--- src/olt_pkg.sv ---
// ----------------------------------------------------------------------------
// olt_pkg
// request and status codes and the scan summary shared by the lock table
// ----------------------------------------------------------------------------
package olt_pkg;

	localparam int KEY_W  = 64;
	localparam int ID_W   = 64;
	localparam int NOTE_W = 64;

	localparam logic [1:0] REQ_LOCK   = 2'd0;
	localparam logic [1:0] REQ_UNLOCK = 2'd1;
	localparam logic [1:0] REQ_CHECK  = 2'd2;
	localparam logic [1:0] REQ_QUERY  = 2'd3;

	localparam logic [2:0] ST_NONE        = 3'd0;
	localparam logic [2:0] ST_DOUBLE_LOCK = 3'd1;
	localparam logic [2:0] ST_NOT_OWNER   = 3'd2;
	localparam logic [2:0] ST_NOT_EXIST   = 3'd3;
	localparam logic [2:0] ST_TABLE_FULL  = 3'd4;

	// summary of one finished table scan, handed from the scanner to the top level
	typedef struct packed {
		logic              done;
		logic [1:0]        req_type;
		logic [KEY_W-1:0]  key;
		logic [ID_W-1:0]   owner;
		logic [NOTE_W-1:0] note;
		logic              hit;
		logic [ID_W-1:0]   hit_owner;
		logic [NOTE_W-1:0] hit_note;
		logic              free_found;
	} scan_sum_t;

endpackage

--- src/olt_scan.sv ---
// ----------------------------------------------------------------------------
// olt_scan
// sequencer: clearing pass after reset, then one full table scan per request
// ----------------------------------------------------------------------------
module olt_scan #(
	parameter int TABLE_ENTRIES = 64,
	localparam int AW = $clog2(TABLE_ENTRIES)
) (
	input  logic                       clk,
	input  logic                       arst_n,
	input  logic                       start,
	input  logic [1:0]                 req_type,
	input  logic [olt_pkg::KEY_W-1:0]  lock_key,
	input  logic [olt_pkg::ID_W-1:0]   owner_id,
	input  logic [olt_pkg::NOTE_W-1:0] note_in,
	output logic                       busy,
	output logic                       rd_en,
	output logic [AW-1:0]              rd_addr,
	input  logic                       rd_valid,
	input  logic [olt_pkg::KEY_W-1:0]  rd_key,
	input  logic [olt_pkg::ID_W-1:0]   rd_owner,
	input  logic [olt_pkg::NOTE_W-1:0] rd_note,
	output logic                       clr_we,
	output logic [AW-1:0]              clr_addr,
	output olt_pkg::scan_sum_t         sum,
	output logic [AW-1:0]              hit_idx,
	output logic [AW-1:0]              free_idx
);
	import olt_pkg::*;

	typedef enum logic [3:0] {
		S_IDLE  = 4'b0001,
		S_CLEAR = 4'b0010,
		S_SCAN  = 4'b0100,
		S_DONE  = 4'b1000
	} state_t;

	localparam logic [AW-1:0] LAST = AW'(TABLE_ENTRIES - 1);

	state_t            state_q;
	logic [AW-1:0]     addr_q;
	logic              issue_q;
	logic              pend_s1;
	logic              last_s1;
	logic [AW-1:0]     idx_s1;
	logic              hit_q;
	logic              free_q;
	logic [AW-1:0]     hit_idx_q;
	logic [AW-1:0]     free_idx_q;
	logic [ID_W-1:0]   hit_owner_q;
	logic [NOTE_W-1:0] hit_note_q;
	logic [1:0]        req_q;
	logic [KEY_W-1:0]  key_q;
	logic [ID_W-1:0]   owner_q;
	logic [NOTE_W-1:0] note_q;
	logic              accept;
	logic              match;

	assign accept   = start && !busy;
	assign busy     = (state_q != S_IDLE);
	assign rd_en    = (state_q == S_SCAN) && issue_q;
	assign rd_addr  = addr_q;
	assign clr_we   = (state_q == S_CLEAR);
	assign clr_addr = addr_q;
	assign match    = pend_s1 && rd_valid && (rd_key == key_q);

	always_ff @(posedge clk or negedge arst_n) begin
		if (!arst_n) begin
			state_q <= S_CLEAR;
			addr_q  <= '0;
			issue_q <= 1'b0;
			pend_s1 <= 1'b0;
			last_s1 <= 1'b0;
		end else begin
			pend_s1 <= rd_en;
			last_s1 <= (addr_q == LAST);
			unique case (state_q)
				S_CLEAR: begin
					addr_q <= addr_q + 1'b1;
					if (addr_q == LAST) begin
						addr_q  <= '0;
						state_q <= S_IDLE;
					end
				end
				S_IDLE: begin
					if (start) begin
						addr_q  <= '0;
						issue_q <= 1'b1;
						state_q <= S_SCAN;
					end
				end
				S_SCAN: begin
					if (issue_q) begin
						addr_q <= addr_q + 1'b1;
						if (addr_q == LAST) begin
							issue_q <= 1'b0;
						end
					end
					if (pend_s1 && last_s1) begin
						state_q <= S_DONE;
					end
				end
				S_DONE: begin
					state_q <= S_IDLE;
				end
				default: begin
					state_q <= S_IDLE;
				end
			endcase
		end
	end

	always_ff @(posedge clk) begin
		idx_s1 <= addr_q;
		if (accept) begin
			req_q   <= req_type;
			key_q   <= lock_key;
			owner_q <= owner_id;
			note_q  <= note_in;
		end
	end

	// the first free entry seen is the lowest one, since the scan runs upward
	always_ff @(posedge clk or negedge arst_n) begin
		if (!arst_n) begin
			hit_q  <= 1'b0;
			free_q <= 1'b0;
		end else if (accept) begin
			hit_q  <= 1'b0;
			free_q <= 1'b0;
		end else begin
			if (match) begin
				hit_q <= 1'b1;
			end
			if (pend_s1 && !rd_valid) begin
				free_q <= 1'b1;
			end
		end
	end

	always_ff @(posedge clk) begin
		if (match) begin
			hit_idx_q   <= idx_s1;
			hit_owner_q <= rd_owner;
			hit_note_q  <= rd_note;
		end
		if (pend_s1 && !rd_valid && !free_q) begin
			free_idx_q <= idx_s1;
		end
	end

	always_comb begin
		sum.done       = (state_q == S_DONE);
		sum.req_type   = req_q;
		sum.key        = key_q;
		sum.owner      = owner_q;
		sum.note       = note_q;
		sum.hit        = hit_q;
		sum.hit_owner  = hit_owner_q;
		sum.hit_note   = hit_note_q;
		sum.free_found = free_q;
	end
	assign hit_idx  = hit_idx_q;
	assign free_idx = free_idx_q;

	a_done_to_idle: assert property (@(posedge clk) disable iff (!arst_n)
		state_q == S_DONE |=> state_q == S_IDLE)
		else $error("scan did not return to idle after done");

	a_read_in_scan: assert property (@(posedge clk) disable iff (!arst_n)
		pend_s1 |-> state_q == S_SCAN)
		else $error("read data returned outside a scan");

	a_single_hit: assert property (@(posedge clk) disable iff (!arst_n)
		match |-> !hit_q)
		else $error("key found in more than one valid entry");

endmodule

--- config.mk ---
export PLATFORM = sky130hd
export DESIGN_NAME = olt_scan
export DESIGN_NICKNAME = d
export VERILOG_FILES = /design/src/olt_pkg.sv /design/src/olt_scan.sv
export SDC_FILE = /design/constraint.sdc
export NUM_CORES = 1
export LEC_CHECK = 0
export BUFFER_PORTS_ARGS = -buffer_cell sky130_fd_sc_hd__buf_4
export CORE_AREA = 2 2 287 289
export DETAILED_ROUTE_END_ITERATION = 7
export DIE_AREA = 0 0 289 291
export PLACE_DENSITY = 0.41
export REMOVE_ABC_BUFFERS = 1
export SLEW_MARGIN = 30
export SYNTH_ARGS = -nofsm -noshare
export SYNTH_HDL_FRONTEND = slang
export SYNTH_SLANG_ARGS = --single-unit
export TNS_END_PERCENT = 1
--- constraint.sdc ---
create_clock -name clk -period 15.2 [get_ports clk]
set_input_delay 0 -clock clk [delete_from_list [all_inputs] [get_ports clk]]
set_output_delay 0 -clock clk [all_outputs]
set_load 0.01 [all_outputs]
==> flow_metrics.tcl <==
set metrics [dict create \
    fin_crit_sh_pct 28.2 \
    cts.sinks 355 \
    firstDrtPassIters 4 \
    syn_avg_cell_area_um2 21.9 \
    r2r_cells 8 \
    max-slew-margin-rel_pct 33.3 \
    vdd_drop_max_mv 0.0881 \
    max_stage_delay_ns 0.81 \
    track_usage_pct 12.2 \
    slew_viol_final 0 \
    worstSkewPairLatency_ns 0.57 \
    num_vias 9446 \
    dpl_cell_area_um2 18700 \
    max_freq_mhz 233 \
    final_util_pct 28.9 \
    worst_hold_slack_ns 0.0260 \
    yosysTopAreaCellShare_pct 84.6 \
    crit_top_cell "buf_4" \
    synth_edf_count 334 \
    overflow 0 \
    worst_pin_slew_ns 0.994 \
    hp-class "primary input to register" \
    die_area_um2 84100 \
    slowest_stage "xnor2_1" \
    max-cap-violations 0 \
    ctsResizeCount 0 \
    cts_tree "built" \
    fin_worst_skew_ns 0.0220 \
    drc 0 \
    die_w_um 289 \
    ant_nets 0 \
    cts_setup_buffers 0 \
    grt_first_pass_wirelength_um 73000 \
    path_clk_slew_ns 0.05 \
    yosysTopAreaCell "edfxtp_1" \
    crit_start "key_q[28]" \
    ys.flop_type "edfxtp_1" \
    row_count 105 \
    area_growth_pct 97.9 \
    setup_viol_count_final 0 \
    syn-instance-count 540 \
    coreArea_um2 81200 \
    worstSetupEndpointType "register" \
    rr_startpoint "key_q[28]" \
    grt_max_degree 75 \
    first_global_vias 10500 \
    dr.first_iter.drc_count 316 \
    crit_path_start_kind "register" \
    antenna_found_initial 18 \
    ys_ff_latch 355 \
    ys_top_cells_by_area "edfxtp_1, xnor2_1, dfrtp_1" \
    crit_arrival_ns 4.46 \
    crit_type "register to register" \
    worstHoldStart "rd_key[54]" \
    p_per_area_nw_per_um2 123 \
    hold_viol_final 0 \
    tritoncts.num_buffers 44 \
    via_per_inst 3.42 \
    final_nets 2046 \
    post_drt_wl_per_cell_um 19.5 \
    setup_tns_ns 0 \
    rsz0062_at_grt "no" \
    hold_depth 6 \
    post-place-ws_ns 10.48 \
    syn-cell-area_um2 11900 \
    place_congestion 0.798 \
    status "finished clean" \
    critical_path_required_ns 15.37 \
    clockRootBuffer "clkbuf_16" \
    cts_max_path_buffers 3 \
    drive_gt1_share_pct 48.7 \
    ioPinCount 742 \
    fp.dieH_um 291 \
    crit_chain "xnor2_1, nand4_1, nor4_1, nand2_1, nor4_2, buf_4, buf_16, buf_4" \
    ys_warn_count 0 \
    totalWireLength_um 54000 \
    netlist-cell-type-count 42 \
    async_reset_ff_share_pct 4.23 \
    htreeDepth 2 \
    cp_max_fo 73 \
    ys_seq_area_share_pct 88.8 \
    port_buffers 741 \
    dp_hpwl_um 42300 \
    p_leak_nw 9.34 \
    final.min_clock_period_ns 4.29 \
    layout_setup_ws_ns 10.91 \
    start_util_pct 14.6 \
    final_cell_area_um2 23500 \
]
per-layer routing:
metal / wire (um) / track usage, % / up-vias
met5: 113 / 0 / -
met1: 20000 / 13.2 / 4458
met3: 5490 / 5.05 / 110
met4: 2000 / 4.58 / 18
li1: - / - / 4364
met2: 26400 / 21.2 / 496
state kept, by name, indices dropped and copies added (netlist names):
signal and count:
last_s1 1, note_q 64, hit_idx 6, issue_q 1
free_q 1, owner_q 64, key_q 64, hit_note_q 64
hit_q 1, free_idx 6, req_q 2, clr_addr 6
pend_s1 1, hit_owner_q 64, idx_s1 6, state_q 4
final cells by class:
| cell class | count | area (um2) |
|---|---|---|
| multi-input cells | 167 | 1240 |
| well taps | 1070 | 1340 |
| fillers | 8250 | 57700 |
| repair buffers | 1077 | 8940 |
| clock inverters | 26 | 208 |
| clock buffers | 54 | 1140 |
| flip-flops and latches | 355 | 10500 |
| diodes | 7 | 17.5 |
| inverters | 10 | 45.0 |
report_power, final:
part / total, mW / switching, mW / internal (mW)
sequential: 1.29 / 0.0620 / 1.22
combinational: 0.598 / 0.306 / 0.292
clock: 0.996 / 0.427 / 0.569
Yosys cell counts (all sizes together), types with 2 or more instances:
master,number
edfxtp,334
xnor2,55
nand4,23
dfrtp,14
nand2,14
inv,10
nor2,9
xor2,9
buf,8
o21ai,8
nor4,7
dfxtp,6
nor4b,5
a22o,4
nand3,4
a21oi,3
nand4b,3
nor3,3
or4b,3
a31oi,2
and2,2
nand2b,2
worst paths after layout:
check | endpoint | slack [ns]
worst min register to register | free_idx[1] | 0.43
min in group asynchronous | state_q[1] | 0.48
max in group asynchronous | clr_addr[1] | 13.63
worst max register to register | hit_owner_q[55] | 10.91
worst min-delay path | hit_q | 0.03
worst max-delay path | hit_owner_q[55] | 10.91
through the flow:
step,power [mW],std cells
floorplan,1.50,532
global placement,1.85,2347
detailed placement,1.85,2347
CTS,2.95,2758
global route,3.02,2761
finish,2.88,2766
placed cells by master, fill, tap and decap left out, drive strengths merged, types with 3 or more instances in the layout:
| cell | synthesis | layout |
|---|---|---|
| a21oi | 3 | 3 |
| a22o | 4 | 4 |
| buf | 8 | 746 |
| clkbuf | 0 | 54 |
| clkinv | 0 | 20 |
| dfrtp | 14 | 14 |
| dfxtp | 6 | 6 |
| diode | 0 | 7 |
| dlygate4sd3 | 0 | 331 |
| edfxtp | 334 | 334 |
| inv | 10 | 13 |
| nand2 | 14 | 14 |
| nand3 | 4 | 4 |
| nand4 | 23 | 23 |
| nand4b | 3 | 3 |
| nor2 | 9 | 9 |
| nor3 | 3 | 3 |
| nor4 | 7 | 7 |
| nor4b | 5 | 5 |
| o21ai | 8 | 8 |
| or4b | 3 | 3 |
| xnor2 | 55 | 55 |
| xor2 | 9 | 9 |
cells by family (layout without fill, tap and decap cells):
| kind of cell | count (synthesis) | after routing | share of synthesized area [%] |
|---|---|---|---|
| compound gates | 22 | 22 | 1.30 |
| xor+xnor | 64 | 64 | 4.73 |
| fa+ha+maj | 1 | 1 | 0.106 |
| buf+inv | 18 | 1167 | 0.823 |
| flops | 355 | 355 | 88.8 |
| mux | 1 | 1 | 0.0950 |
| other cells | 0 | 7 | 0 |
| simple gates | 79 | 79 | 4.14 |
timing repair:
item	4_1_cts	5_1_grt
endpoints found under the hold margin	354	0
hold buffers	331	0
endpoints found under the setup margin	0	0
worst max-delay path: cells and delay by family (launching register included):
| kind | cells | cell delay [ns] |
|---|---|---|
| xor gates and xnor gates | 1 | 0.81 |
| DFF | 1 | 0.41 |
| and+or+nand+nor | 4 | 1.23 |
| buffers and inverters | 3 | 1.36 |
Power figures use the tool's default switching activity.
